$ cat config.mk
export PLATFORM = sky130hd
export DESIGN_NAME = bc1_bc2_bc3_block_decoder_core_flat
export DESIGN_NICKNAME = d
export VERILOG_FILES = /design/src/hw/rtl/bcd_pkg.sv /design/src/hw/rtl/bcd_if.sv /design/src/hw/rtl/bc1_bc2_bc3_block_decoder_core.sv /design/src/flat_wrapper.sv
export SDC_FILE = /design/constraint.sdc
export NUM_CORES = 2
export LEC_CHECK = 0
export BUFFER_PORTS_ARGS = -buffer_cell sky130_fd_sc_hd__buf_2
export CORE_MARGIN = 5
export CORE_UTILIZATION = 43
export CTS_BUF_LIST = sky130_fd_sc_hd__clkbuf_8 sky130_fd_sc_hd__clkbuf_16
export DETAILED_ROUTE_END_ITERATION = 6
export PLACE_DENSITY = 0.69
export SETUP_SLACK_MARGIN = 0.15
export SKIP_LAST_GASP = 1
export SYNTH_ARGS = -nofsm -noshare
export SYNTH_HDL_FRONTEND = slang
export SYNTH_SLANG_ARGS = --single-unit
$ cat constraint.sdc
create_clock -name i_clk -period 12.1 [get_ports i_clk]
set_clock_uncertainty 0.05 [all_clocks]
set_input_delay 2.42 -clock i_clk [delete_from_list [all_inputs] [get_ports i_clk]]
set_output_delay 2.42 -clock i_clk [all_outputs]
set_load 0.005 [all_outputs]
$ cat src/hw/rtl/bcd_pkg.sv
// ----------------------------------------------------------------------------
// bcd_pkg
// types, format codes and arithmetic helpers for the bc1/bc2/bc3 block decoder
// ----------------------------------------------------------------------------
package bcd_pkg;

    localparam logic [1:0] FMT_BC1     = 2'd0;
    localparam logic [1:0] FMT_BC2     = 2'd1;
    localparam logic [1:0] FMT_BC3     = 2'd2;
    localparam logic [1:0] FMT_BC1_ALT = 2'd3;

    localparam logic [1:0] CI_TRANSPARENT = 2'd3;

    localparam int DIV3_MUL   = 683;
    localparam int DIV3_SHIFT = 11;
    localparam int DIV5_MUL   = 3277;
    localparam int DIV5_SHIFT = 14;
    localparam int DIV7_MUL   = 2341;
    localparam int DIV7_SHIFT = 14;

    typedef logic [1:0] t_format;

    // channel order: 0 blue, 1 green, 2 red
    typedef logic [2:0][7:0] t_rgb;

    typedef struct packed {
        logic [15:0] color_endpoint0;
        logic [15:0] color_endpoint1;
        logic [31:0] color_indices;
        logic [63:0] alpha_bits;
    } t_in_item;

    typedef struct packed {
        logic [3:0] pixel_index;
        logic [7:0] pixel_blue;
        logic [7:0] pixel_green;
        logic [7:0] pixel_red;
        logic [7:0] pixel_alpha;
        logic       last_pixel;
    } t_out_item;

    function automatic t_rgb expand565(input logic [15:0] c);
        t_rgb v;
        v[2] = {c[15:11], c[15:13]};
        v[1] = {c[10:5], c[10:9]};
        v[0] = {c[4:0], c[4:2]};
        return v;
    endfunction

    // x <= 765
    function automatic logic [7:0] div3(input logic [9:0] x);
        logic [20:0] p;
        p = 21'(x) * 21'(DIV3_MUL);
        return p[DIV3_SHIFT +: 8];
    endfunction

    // x <= 1275
    function automatic logic [7:0] div5(input logic [10:0] x);
        logic [22:0] p;
        p = 23'(x) * 23'(DIV5_MUL);
        return p[DIV5_SHIFT +: 8];
    endfunction

    // x <= 1785
    function automatic logic [7:0] div7(input logic [10:0] x);
        logic [22:0] p;
        p = 23'(x) * 23'(DIV7_MUL);
        return p[DIV7_SHIFT +: 8];
    endfunction

endpackage

$ cat src/hw/rtl/bcd_if.sv
// ----------------------------------------------------------------------------
// bcd channel interfaces
// valid/ready channels for blocks in, pixels out and the format register
// ----------------------------------------------------------------------------
interface bcd_in_if;
    logic              valid;
    logic              ready;
    bcd_pkg::t_in_item data;
    modport source (output valid, output data, input ready);
    modport sink (input valid, input data, output ready);
endinterface

interface bcd_out_if;
    logic               valid;
    logic               ready;
    bcd_pkg::t_out_item data;
    modport source (output valid, output data, input ready);
    modport sink (input valid, input data, output ready);
endinterface

interface bcd_cfg_if;
    logic             valid;
    logic             ready;
    bcd_pkg::t_format data;
    modport source (output valid, output data, input ready);
    modport sink (input valid, input data, output ready);
endinterface

$ cat src/hw/rtl/bc1_bc2_bc3_block_decoder_core.sv
// ----------------------------------------------------------------------------
// bc1_bc2_bc3_block_decoder_core
// decodes one bc1/bc2/bc3 4x4 block into sixteen bgra pixels in raster order
// ----------------------------------------------------------------------------
// A block is taken on i_in and comes out as sixteen pixel transfers on o_out,
// one per cycle while o_out is ready, pixel 0 first, last_pixel set on pixel
// 15. The single output channel sets the rate. Blocks pass an input register,
// an endpoint expand and weighted-sum stage, a palette stage (divides by 3, 5
// and 7 as reciprocal multiplies), a pixel serializer holding the palette and
// an output register, and the next block is taken while the previous one is
// still being emitted. The format register (0 bc1, 1 bc2, 2 bc3, 3 as bc1)
// is always ready and is sampled with each block as it enters.
module bc1_bc2_bc3_block_decoder_core (
    input  logic            i_clk,
    input  logic            i_rst_n,
    bcd_in_if.sink          i_in,
    bcd_out_if.source       o_out,
    bcd_cfg_if.sink         i_cfg
);

    // format register
    bcd_pkg::t_format r_format;

    assign i_cfg.ready = 1'b1;

    always_ff @(posedge i_clk) begin
        if (!i_rst_n) begin
            r_format <= bcd_pkg::FMT_BC1;
        end else if (i_cfg.valid) begin
            r_format <= i_cfg.data;
        end
    end

    // stage control
    logic r_a_valid, r_b_valid, r_c_valid, r_d_valid, r_o_valid;
    logic [3:0] r_d_cnt;
    logic o_free, d_fire, d_done, d_free, c_free, b_free, a_free;

    assign o_free = !r_o_valid || o_out.ready;
    assign d_fire = r_d_valid && o_free;
    assign d_done = d_fire && (r_d_cnt == 4'd15);
    assign d_free = !r_d_valid || d_done;
    assign c_free = !r_c_valid || d_free;
    assign b_free = !r_b_valid || c_free;
    assign a_free = !r_a_valid || b_free;

    assign i_in.ready = a_free;

    always_ff @(posedge i_clk) begin
        if (!i_rst_n) begin
            r_a_valid <= 1'b0;
            r_b_valid <= 1'b0;
            r_c_valid <= 1'b0;
            r_d_valid <= 1'b0;
            r_o_valid <= 1'b0;
            r_d_cnt   <= 4'd0;
        end else begin
            if (a_free) begin
                r_a_valid <= i_in.valid;
            end
            if (b_free) begin
                r_b_valid <= r_a_valid;
            end
            if (c_free) begin
                r_c_valid <= r_b_valid;
            end
            if (d_free) begin
                r_d_valid <= r_c_valid;
            end
            if (o_free) begin
                r_o_valid <= r_d_valid;
            end
            if (d_free) begin
                r_d_cnt <= 4'd0;
            end else if (d_fire) begin
                r_d_cnt <= r_d_cnt + 4'd1;
            end
        end
    end

    // stage a: input register
    bcd_pkg::t_in_item r_a_item;
    bcd_pkg::t_format  r_a_mode;

    always_ff @(posedge i_clk) begin
        if (a_free) begin
            r_a_item <= i_in.data;
            r_a_mode <= r_format;
        end
    end

    // stage b: expanded endpoints and weighted sums
    bcd_pkg::t_rgb    n_b_c0, n_b_c1;
    logic [2:0][9:0]  n_b_s2, n_b_s3;
    logic [2:0][8:0]  n_b_s01;
    logic             n_b_four, n_b_a7;
    logic [5:0][10:0] n_b_asum;
    logic [7:0]       a0, a1;
    logic             a_bc1;

    assign a0    = r_a_item.alpha_bits[7:0];
    assign a1    = r_a_item.alpha_bits[15:8];
    assign a_bc1 = (r_a_mode == bcd_pkg::FMT_BC1) || (r_a_mode == bcd_pkg::FMT_BC1_ALT);

    always_comb begin
        n_b_c0   = bcd_pkg::expand565(r_a_item.color_endpoint0);
        n_b_c1   = bcd_pkg::expand565(r_a_item.color_endpoint1);
        n_b_four = !a_bc1 || (r_a_item.color_endpoint0 > r_a_item.color_endpoint1);
        n_b_a7   = a0 > a1;
        for (int ch = 0; ch < 3; ch++) begin
            n_b_s2[ch]  = {1'b0, n_b_c0[ch], 1'b0} + 10'(n_b_c1[ch]);
            n_b_s3[ch]  = 10'(n_b_c0[ch]) + {1'b0, n_b_c1[ch], 1'b0};
            n_b_s01[ch] = 9'(n_b_c0[ch]) + 9'(n_b_c1[ch]);
        end
        for (int k = 0; k < 6; k++) begin
            if (n_b_a7) begin
                n_b_asum[k] = 11'(6 - k) * 11'(a0) + 11'(k + 1) * 11'(a1);
            end else if (k < 4) begin
                n_b_asum[k] = 11'(4 - k) * 11'(a0) + 11'(k + 1) * 11'(a1);
            end else begin
                n_b_asum[k] = 11'd0;
            end
        end
    end

    bcd_pkg::t_rgb    r_b_c0, r_b_c1;
    logic [2:0][9:0]  r_b_s2, r_b_s3;
    logic [2:0][8:0]  r_b_s01;
    logic             r_b_four, r_b_a7;
    logic [5:0][10:0] r_b_asum;
    logic [31:0]      r_b_idx;
    logic [63:0]      r_b_abits;
    bcd_pkg::t_format r_b_mode;

    always_ff @(posedge i_clk) begin
        if (b_free) begin
            r_b_c0    <= n_b_c0;
            r_b_c1    <= n_b_c1;
            r_b_s2    <= n_b_s2;
            r_b_s3    <= n_b_s3;
            r_b_s01   <= n_b_s01;
            r_b_four  <= n_b_four;
            r_b_a7    <= n_b_a7;
            r_b_asum  <= n_b_asum;
            r_b_idx   <= r_a_item.color_indices;
            r_b_abits <= r_a_item.alpha_bits;
            r_b_mode  <= r_a_mode;
        end
    end

    // stage c: palettes
    bcd_pkg::t_rgb [3:0] n_c_pal;
    logic [7:0]          n_c_pa3;
    logic [7:0][7:0]     n_c_apal;

    always_comb begin
        n_c_pal[0] = r_b_c0;
        n_c_pal[1] = r_b_c1;
        for (int ch = 0; ch < 3; ch++) begin
            if (r_b_four) begin
                n_c_pal[2][ch] = bcd_pkg::div3(r_b_s2[ch]);
                n_c_pal[3][ch] = bcd_pkg::div3(r_b_s3[ch]);
            end else begin
                n_c_pal[2][ch] = r_b_s01[ch][8:1];
                n_c_pal[3][ch] = 8'd0;
            end
        end
        n_c_pa3     = r_b_four ? 8'hFF : 8'h00;
        n_c_apal[0] = r_b_abits[7:0];
        n_c_apal[1] = r_b_abits[15:8];
        for (int k = 0; k < 6; k++) begin
            if (r_b_a7) begin
                n_c_apal[k + 2] = bcd_pkg::div7(r_b_asum[k]);
            end else if (k < 4) begin
                n_c_apal[k + 2] = bcd_pkg::div5(r_b_asum[k]);
            end else if (k == 4) begin
                n_c_apal[k + 2] = 8'h00;
            end else begin
                n_c_apal[k + 2] = 8'hFF;
            end
        end
    end

    bcd_pkg::t_rgb [3:0] r_c_pal;
    logic [7:0]          r_c_pa3;
    logic [7:0][7:0]     r_c_apal;
    logic [31:0]         r_c_idx;
    logic [63:0]         r_c_abits;
    bcd_pkg::t_format    r_c_mode;

    always_ff @(posedge i_clk) begin
        if (c_free) begin
            r_c_pal   <= n_c_pal;
            r_c_pa3   <= n_c_pa3;
            r_c_apal  <= n_c_apal;
            r_c_idx   <= r_b_idx;
            r_c_abits <= r_b_abits;
            r_c_mode  <= r_b_mode;
        end
    end

    // stage d: pixel serializer
    bcd_pkg::t_rgb [3:0] r_d_pal;
    logic [7:0]          r_d_pa3;
    logic [7:0][7:0]     r_d_apal;
    logic [31:0]         r_d_idx;
    logic [63:0]         r_d_abits;
    bcd_pkg::t_format    r_d_mode;

    always_ff @(posedge i_clk) begin
        if (d_free) begin
            r_d_pal   <= r_c_pal;
            r_d_pa3   <= r_c_pa3;
            r_d_apal  <= r_c_apal;
            r_d_idx   <= r_c_idx;
            r_d_abits <= r_c_abits;
            r_d_mode  <= r_c_mode;
        end
    end

    logic [31:0]        idx_sh;
    logic [63:0]        nib_sh, ai_sh;
    logic [5:0]         ai_base;
    logic [1:0]         ci;
    logic [3:0]         nib;
    logic [2:0]         ai;
    bcd_pkg::t_out_item n_pixel;

    always_comb begin
        idx_sh  = r_d_idx >> {r_d_cnt, 1'b0};
        nib_sh  = r_d_abits >> {r_d_cnt, 2'b00};
        ai_base = 6'd16 + 6'(r_d_cnt) * 6'd3;
        ai_sh   = r_d_abits >> ai_base;
        ci      = idx_sh[1:0];
        nib     = nib_sh[3:0];
        ai      = ai_sh[2:0];

        n_pixel.pixel_index = r_d_cnt;
        n_pixel.pixel_blue  = r_d_pal[ci][0];
        n_pixel.pixel_green = r_d_pal[ci][1];
        n_pixel.pixel_red   = r_d_pal[ci][2];
        n_pixel.last_pixel  = (r_d_cnt == 4'd15);
        case (r_d_mode)
            bcd_pkg::FMT_BC2: begin
                n_pixel.pixel_alpha = {nib, nib};
            end
            bcd_pkg::FMT_BC3: begin
                n_pixel.pixel_alpha = r_d_apal[ai];
            end
            default: begin
                n_pixel.pixel_alpha = (ci == bcd_pkg::CI_TRANSPARENT) ? r_d_pa3 : 8'hFF;
            end
        endcase
    end

    // output register
    bcd_pkg::t_out_item r_o_item;

    always_ff @(posedge i_clk) begin
        if (o_free) begin
            r_o_item <= n_pixel;
        end
    end

    assign o_out.valid = r_o_valid;
    assign o_out.data  = r_o_item;

`ifndef ASSERT_OFF
    a_last_is_fifteen: assert property (@(posedge i_clk) disable iff (!i_rst_n)
        r_o_valid && r_o_item.last_pixel |-> r_o_item.pixel_index == 4'd15)
        else $error("last_pixel on a pixel other than fifteen");

    a_cnt_idle_zero: assert property (@(posedge i_clk) disable iff (!i_rst_n)
        !r_d_valid |-> r_d_cnt == 4'd0)
        else $error("serializer count moved without a block");

    a_cnt_holds_on_stall: assert property (@(posedge i_clk) disable iff (!i_rst_n)
        r_d_valid && !o_free |=> $stable(r_d_cnt))
        else $error("serializer count moved during output stall");

    a_in_lands: assert property (@(posedge i_clk) disable iff (!i_rst_n)
        i_in.valid && i_in.ready |=> r_a_valid)
        else $error("accepted block not captured");

    a_pixel_order: assert property (@(posedge i_clk) disable iff (!i_rst_n)
        d_fire && !d_done |=> r_d_valid && r_d_cnt == $past(r_d_cnt) + 4'd1)
        else $error("pixel sequence broken");
`endif

endmodule
$ cat src/flat_wrapper.sv
// flat-port wrapper written by rule: the top's interface ports become plain ports
module bc1_bc2_bc3_block_decoder_core_flat 
  (i_clk, i_rst_n, i_in_valid, i_in_data, i_in_ready, o_out_valid, o_out_data, o_out_ready, i_cfg_valid, i_cfg_data, i_cfg_ready);
  bcd_in_if i_in_i ();
  bcd_out_if o_out_i ();
  bcd_cfg_if i_cfg_i ();
  input  logic i_clk;
  input  logic i_rst_n;
  input wire logic [$bits(i_in_i.valid)-1:0] i_in_valid;
  input wire logic [$bits(i_in_i.data)-1:0] i_in_data;
  output wire logic [$bits(i_in_i.ready)-1:0] i_in_ready;
  output wire logic [$bits(o_out_i.valid)-1:0] o_out_valid;
  output wire logic [$bits(o_out_i.data)-1:0] o_out_data;
  input wire logic [$bits(o_out_i.ready)-1:0] o_out_ready;
  input wire logic [$bits(i_cfg_i.valid)-1:0] i_cfg_valid;
  input wire logic [$bits(i_cfg_i.data)-1:0] i_cfg_data;
  output wire logic [$bits(i_cfg_i.ready)-1:0] i_cfg_ready;
  assign i_in_i.valid = i_in_valid;
  assign i_in_i.data = i_in_data;
  assign i_in_ready = i_in_i.ready;
  assign o_out_valid = o_out_i.valid;
  assign o_out_data = o_out_i.data;
  assign o_out_i.ready = o_out_ready;
  assign i_cfg_i.valid = i_cfg_valid;
  assign i_cfg_i.data = i_cfg_data;
  assign i_cfg_ready = i_cfg_i.ready;
  bc1_bc2_bc3_block_decoder_core u_core (.i_clk(i_clk), .i_rst_n(i_rst_n), .i_in(i_in_i), .o_out(o_out_i), .i_cfg(i_cfg_i));
endmodule
# After elaboration in Yosys (flattened, before gate mapping)
# Index checks and enable logic that the tools add are counted.
[classes]
n_addsub = 21
multipliers = 23
order_cmp = 4
eq_ne = 5
shifts = 3
mux = 18
bitwise_logic = 1
reduce_logical = 17
[ops]
columns = ["cell", "n"]
rows = [
  ["multiplier 11 x 12 -> 22 bit, second input constant", 10],
  ["multiplier 10 x 10 -> 19 bit, second input constant", 6],
  ["2-to-1 mux 8 bit", 10],
  ["right shift 64 x 6 -> 3 bit", 1],
  ["right shift 64 x 6 -> 4 bit", 1],
  ["binary-select mux 24 bit (select 2 bit)", 1],
  ["2-to-1 mux 11 bit", 4],
  ["multiplier 2 x 8 -> 10 bit, first input constant", 4],
  ["right shift 32 x 5 -> 2 bit", 1],
  ["adder 8 x 9 -> 10 bit", 3],
  ["adder 9 x 8 -> 10 bit", 3],
  ["adder 8 x 8 -> 9 bit", 3],
  ["binary-select mux 8 bit (select 3 bit)", 1],
  ["2-to-1 mux 24 bit", 1],
  ["adder 10 x 10 -> 11 bit", 2],
  ["multiplier 3 x 8 -> 11 bit, first input constant", 2],
  ["greater-than comparator 16 bit", 1],
  ["case mux 8 bit (2 select lines)", 1],
  ["adder 10 x 8 -> 11 bit", 1],
  ["adder 10 x 9 -> 11 bit", 1],
  ["adder 11 x 8 -> 11 bit", 1],
  ["adder 11 x 9 -> 11 bit", 1],
  ["adder 8 x 10 -> 11 bit", 1],
  ["adder 8 x 11 -> 11 bit", 1],
  ["other kinds (17)", 31],
]
[totals]
ff_bits = 1011
inputBits = 135
output_inout_bits = 40
elab_cells = 184

# Longest topological paths before layout
[logic_depth]
ltp_word = 8
mapped_depth = 21
mapped_depth_nobuf = 21

# Worst setup path after synthesis
# No wires, ideal clock.
[synth_timing]
path_type = "input to register"
start = "input o_out_ready"
end = "register u_core.r_b_c0, in the netlist u_core.n_c_pal[10] (enable)"
setup_time_ns = 0.623
arrival_time_ns = 9.611
required_time_ns = 11.427
slack_ns = 1.816
cell_stages = 5
n_path_buf = 1
cell_sequence = "nand2b_1 > clkbuf_1 > a21oi_1 > and3_1 > inv_1"
[synth_via]
elab_chain_len = 6
[synth_rtl]
columns = ["element", "line", "source"]
rows = [
  ["start: declaration", "flat_wrapper.sv:14", "input wire logic [$bits(o_out_i.ready)-1:0] o_out_ready;"],
  ["logical OR 1 bit", "bc1_bc2_bc3_block_decoder_core.sv:39", "assign o_free = !r_o_valid || o_out.ready;"],
  ["logical AND 1 bit", "bc1_bc2_bc3_block_decoder_core.sv:40", "assign d_fire = r_d_valid && o_free;"],
  ["logical AND 1 bit", "bc1_bc2_bc3_block_decoder_core.sv:41", "assign d_done = d_fire && (r_d_cnt == 4'd15);"],
  ["logical OR 1 bit", "bc1_bc2_bc3_block_decoder_core.sv:42", "assign d_free = !r_d_valid || d_done;"],
  ["logical OR 1 bit", "bc1_bc2_bc3_block_decoder_core.sv:43", "assign c_free = !r_c_valid || d_free;"],
  ["logical OR 1 bit", "bc1_bc2_bc3_block_decoder_core.sv:44", "assign b_free = !r_b_valid || c_free;"],
  ["net u_core.b_free", "bc1_bc2_bc3_block_decoder_core.sv:37", "logic o_free, d_fire, d_done, d_free, c_free, b_free, a_free;"],
  ["end signal: assignment", "bc1_bc2_bc3_block_decoder_core.sv:137", "r_b_c0 <= n_b_c0;"],
  ["end: declaration", "bc1_bc2_bc3_block_decoder_core.sv:126", "bcd_pkg::t_rgb r_b_c0, r_b_c1;"],
]
# The timed path passes the listed nets, and every way through them passes these cells.
# A chain may end at the register's enable or synchronous reset.

# Worst setup path after layout
[layout_timing]
start = "input o_out_ready"
end = "output i_in_ready"
[layout_via]
elab_chain_len = 7
[layout_rtl]
columns = ["element", "line", "source"]
rows = [
  ["logical OR 1 bit", "bc1_bc2_bc3_block_decoder_core.sv:39", ""],
  ["logical AND 1 bit", "bc1_bc2_bc3_block_decoder_core.sv:40", ""],
  ["logical AND 1 bit", "bc1_bc2_bc3_block_decoder_core.sv:41", ""],
  ["logical OR 1 bit", "bc1_bc2_bc3_block_decoder_core.sv:42", ""],
  ["logical OR 1 bit", "bc1_bc2_bc3_block_decoder_core.sv:43", ""],
  ["logical OR 1 bit", "bc1_bc2_bc3_block_decoder_core.sv:44", ""],
  ["logical OR 1 bit", "bc1_bc2_bc3_block_decoder_core.sv:45", "assign a_free = !r_a_valid || b_free;"],
  ["end: declaration", "flat_wrapper.sv:11", "output wire logic [$bits(i_in_i.ready)-1:0] i_in_ready;"],
]
# No other way between the ends.

==> metrics.md <==
| Metric | Value |
|---|---|
| Num CTS Buffers | 92 |
| Clock slew at reported path FFs | 0.07 ns |
| Cell Area, Placed | 67800 um^2 |
| Nets | 6887 |
| Layout cells sized above 1 | 9.30% |
| Routed via count | 37200 |
| Mean post-synth cell area | 12.9 um^2 |
| Synth area leader | edfxtp_1 |
| Post-detail-place hpwl | 101 mm |
| Final setup vio count | 0 |
| Number of synthesized flops with an enable pin | 893 |
| CTS resizes | 0 |
| Final worst slack | 4.59 ns |
| Largest net degree at the start of global routing | 174 |
| Final instance area | 70800 um^2 |
| CTS max path bufs | 3 |
| Arrival @ worst endpoint | 5.04 ns |
| Die height | 397 um |
| Core Area | 150000 um^2 |
| MaxCap Viol Count | 0 |
| GP Congestion | 0.882 |
| Area share of the largest cell type after synthesis | 41.5% |
| Clock Root Buffer | clkbuf_16 |
| Post-Syn Nets | 6657 |
| Syn-to-layout area delta | 9.73% |
| Worst Tran Pin Value | 1.05 ns |
| Clk sinks | 904 |
| Gate Count Post-Synth | 5006 |
| First-pass GRT wire length | 209 mm |
| Antenna Violating Nets Remaining | 0 |
| Number of post-CTS setup repair buffers | 0 |
| Dpl cells | 7158 |
| Top post-synthesis cells by area | edfxtp_1 (42%), ha_1 (22%), fa_1 (11%) |
| Total Neg Setup Slack | 0 ns |
| Status | finished, final reports clean |
| Worst slack, placed | 4.56 ns |
| Vias in the first global route | 39000 |
| CTS tree | yes |
| Die ar. | 158000 um^2 |
| Max-slew violations | 0 |
| CTS H-tree depth | 3 |
| I/O pins | 175 |
| Worst EP required | 9.63 ns |
| Number of distinct library cells after synthesis | 76 |
| Async SR Flop Fraction | 0% |
| Sequential fraction of the synthesis area | 41.9% |
| CP max FO | 43 |
| Final Hold Vio Count | 0 |
| CP endpoint kind | primary output |
| Most frequent cells in the layout | ha_1 (1150), inv_1 (980), edfxtp_1 (893), fa_1 (365), a21oi_1 (207) |
| Clock Latency Late Sink | 0.69 ns |
| GRT overflow | 0 |
| RSZ-0062 raised after global routing | no |
| Rows | 142 |
| DRT Pass-1 Iters | 5 |
| Global-route usage over all layers | 16.7% |
| Initial DRC count | 1776 |
| DRC violations left | 0 |
| Part of the cycle the worst path needs | 62.0% |
| Initial antenna violation count | 9 |
| Fmax | 133 MHz |
| Leading cell type in the layout, fill and taps excluded | ha_1 |
| Die width | 397 um |
| Yosys warns | 0 |
| Vias per Instance | 5.07 |
| Tmin final | 7.51 ns |
| Drt total wl | 130 mm |
| Initial core utilization | 43.1% |
| Yosys reg bits | 904 |
| HP Class | reg -> reg |
| Synth Cell Area | 64500 um^2 |
| Crit start category | input pin |
| Ys flop type | edfxtp_1 |
| Non-Filler Instances | 7331 |
| Routed WL per cell | 17.7 um |
| Crit Path Category | in -> out |
| Rel. slew slack | 29.7% |
| PortBufs | 173 |
| Cts hold-fix bufs | 0 |
==> cells by family after synthesis <==
group | synth area share, %
buffers and inverters | 6.16
flip-flops | 41.9
XOR/XNOR | 3.80
multiplexers | 5.09
adder cells (fa/ha/maj) | 33.6
AO/OA/AOI/OAI | 5.65
AND/OR/NAND/NOR | 3.77
other | 0.00581
==> final timing paths <==
path	startpoint	to	slack, ns	cells past startpoint
setup / recovery	o_out_ready	i_in_ready	4.59	7
hold / removal	u_core.r_c_pal[28]$_DFFE_PP_	u_core.r_d_pal[28]$_DFFE_PP_	0.33	0
setup reg to reg	u_core.a1[1]$_DFFE_PP_	u_core.r_b_asum[43]$_DFFE_PP_	6.12	21
hold reg to reg	u_core.r_c_pal[28]$_DFFE_PP_	u_core.r_d_pal[28]$_DFFE_PP_	0.33	0
==> metal layers <==
metal  vias to the layer above  part of all wire (%)  GRT usage [%]
met1                     18200                    46           23.0
met5                         -                     0              0
met3                       203                   4.7           2.72
li1                      18000                     -              -
met2                       754                    47           27.5
met4                         0                   2.7           4.56
==> registers in the layout, summed over array words and instances (netlist names), 4 cells and up <==
register / cells
u_core.r_a_item: 80
u_core.r_c_pal: 80
u_core.r_d_pal: 80
u_core.r_b_abits: 64
u_core.r_c_abits: 64
u_core.r_d_abits: 64
u_core.r_b_asum: 62
u_core.r_c_apal: 48
u_core.r_d_apal: 48
u_core.o_out.data: 37
u_core.r_b_idx: 32
u_core.r_c_idx: 32
u_core.r_d_idx: 32
u_core.r_b_s2: 30
u_core.r_b_s3: 30
u_core.n_c_pal: 26
u_core.r_b_s01: 24
u_core.n_b_c0: 16
u_core.n_b_c1: 16
u_core.a0: 8
u_core.a1: 8
u_core.r_d_cnt: 4
==> cell type report <==
type / count / area (um^2)
clock buffers: 93 / 2330
fillers: 13100 / 78800
well taps: 2016 / 2520
repair buffers: 196 / 1050
diodes: 5 / 12.5
multi-input cells: 3073 / 33600
inverters: 969 / 3650
flip-flops and latches: 904 / 27000
clock inverters: 75 / 653
==> critical path, stage by stage <==
cell      delay [ns]
buf_2           0.10
nand2b_2        0.16
buf_4           0.32
a21oi_1         0.76
and3_1          0.49
nand2_4         0.42
buf_2           0.30
==> cells in the mapped netlist, types with 9 or more instances <==
master / count
fa_1: 365
o21bai_1: 67
nand2_1: 121
nor2_1: 170
a211oi_1: 10
o21ai_0: 86
xnor2_1: 191
dfxtp_1: 11
edfxtp_1: 893
mux2_2: 32
mux4_2: 101
or2_2: 11
nor2b_1: 25
inv_1: 967
buf_2: 9
and3_1: 15
nand2b_1: 14
nor3_1: 52
a21oi_1: 207
a31oi_1: 13
nand3_1: 36
mux2i_1: 49
xor2_1: 86
clkbuf_1: 29
o31ai_1: 23
and2_1: 21
ha_1: 1151
nand4_1: 20
a21o_1: 61
o21a_1: 22
or3_1: 15
==> through the flow <==
stage / util [%] / hold slack [ns]
after global placement: 45.3 / 0.351
after floorplan: - / 0.350
after CTS: 47.3 / 0.336
after global routing: 47.3 / 0.346
after detailed placement: 45.3 / 0.355
final: 47.3 / 0.335
Power is not shown: default switching activity piles up to over one toggle a cycle in this logic, so the estimate is an artifact.
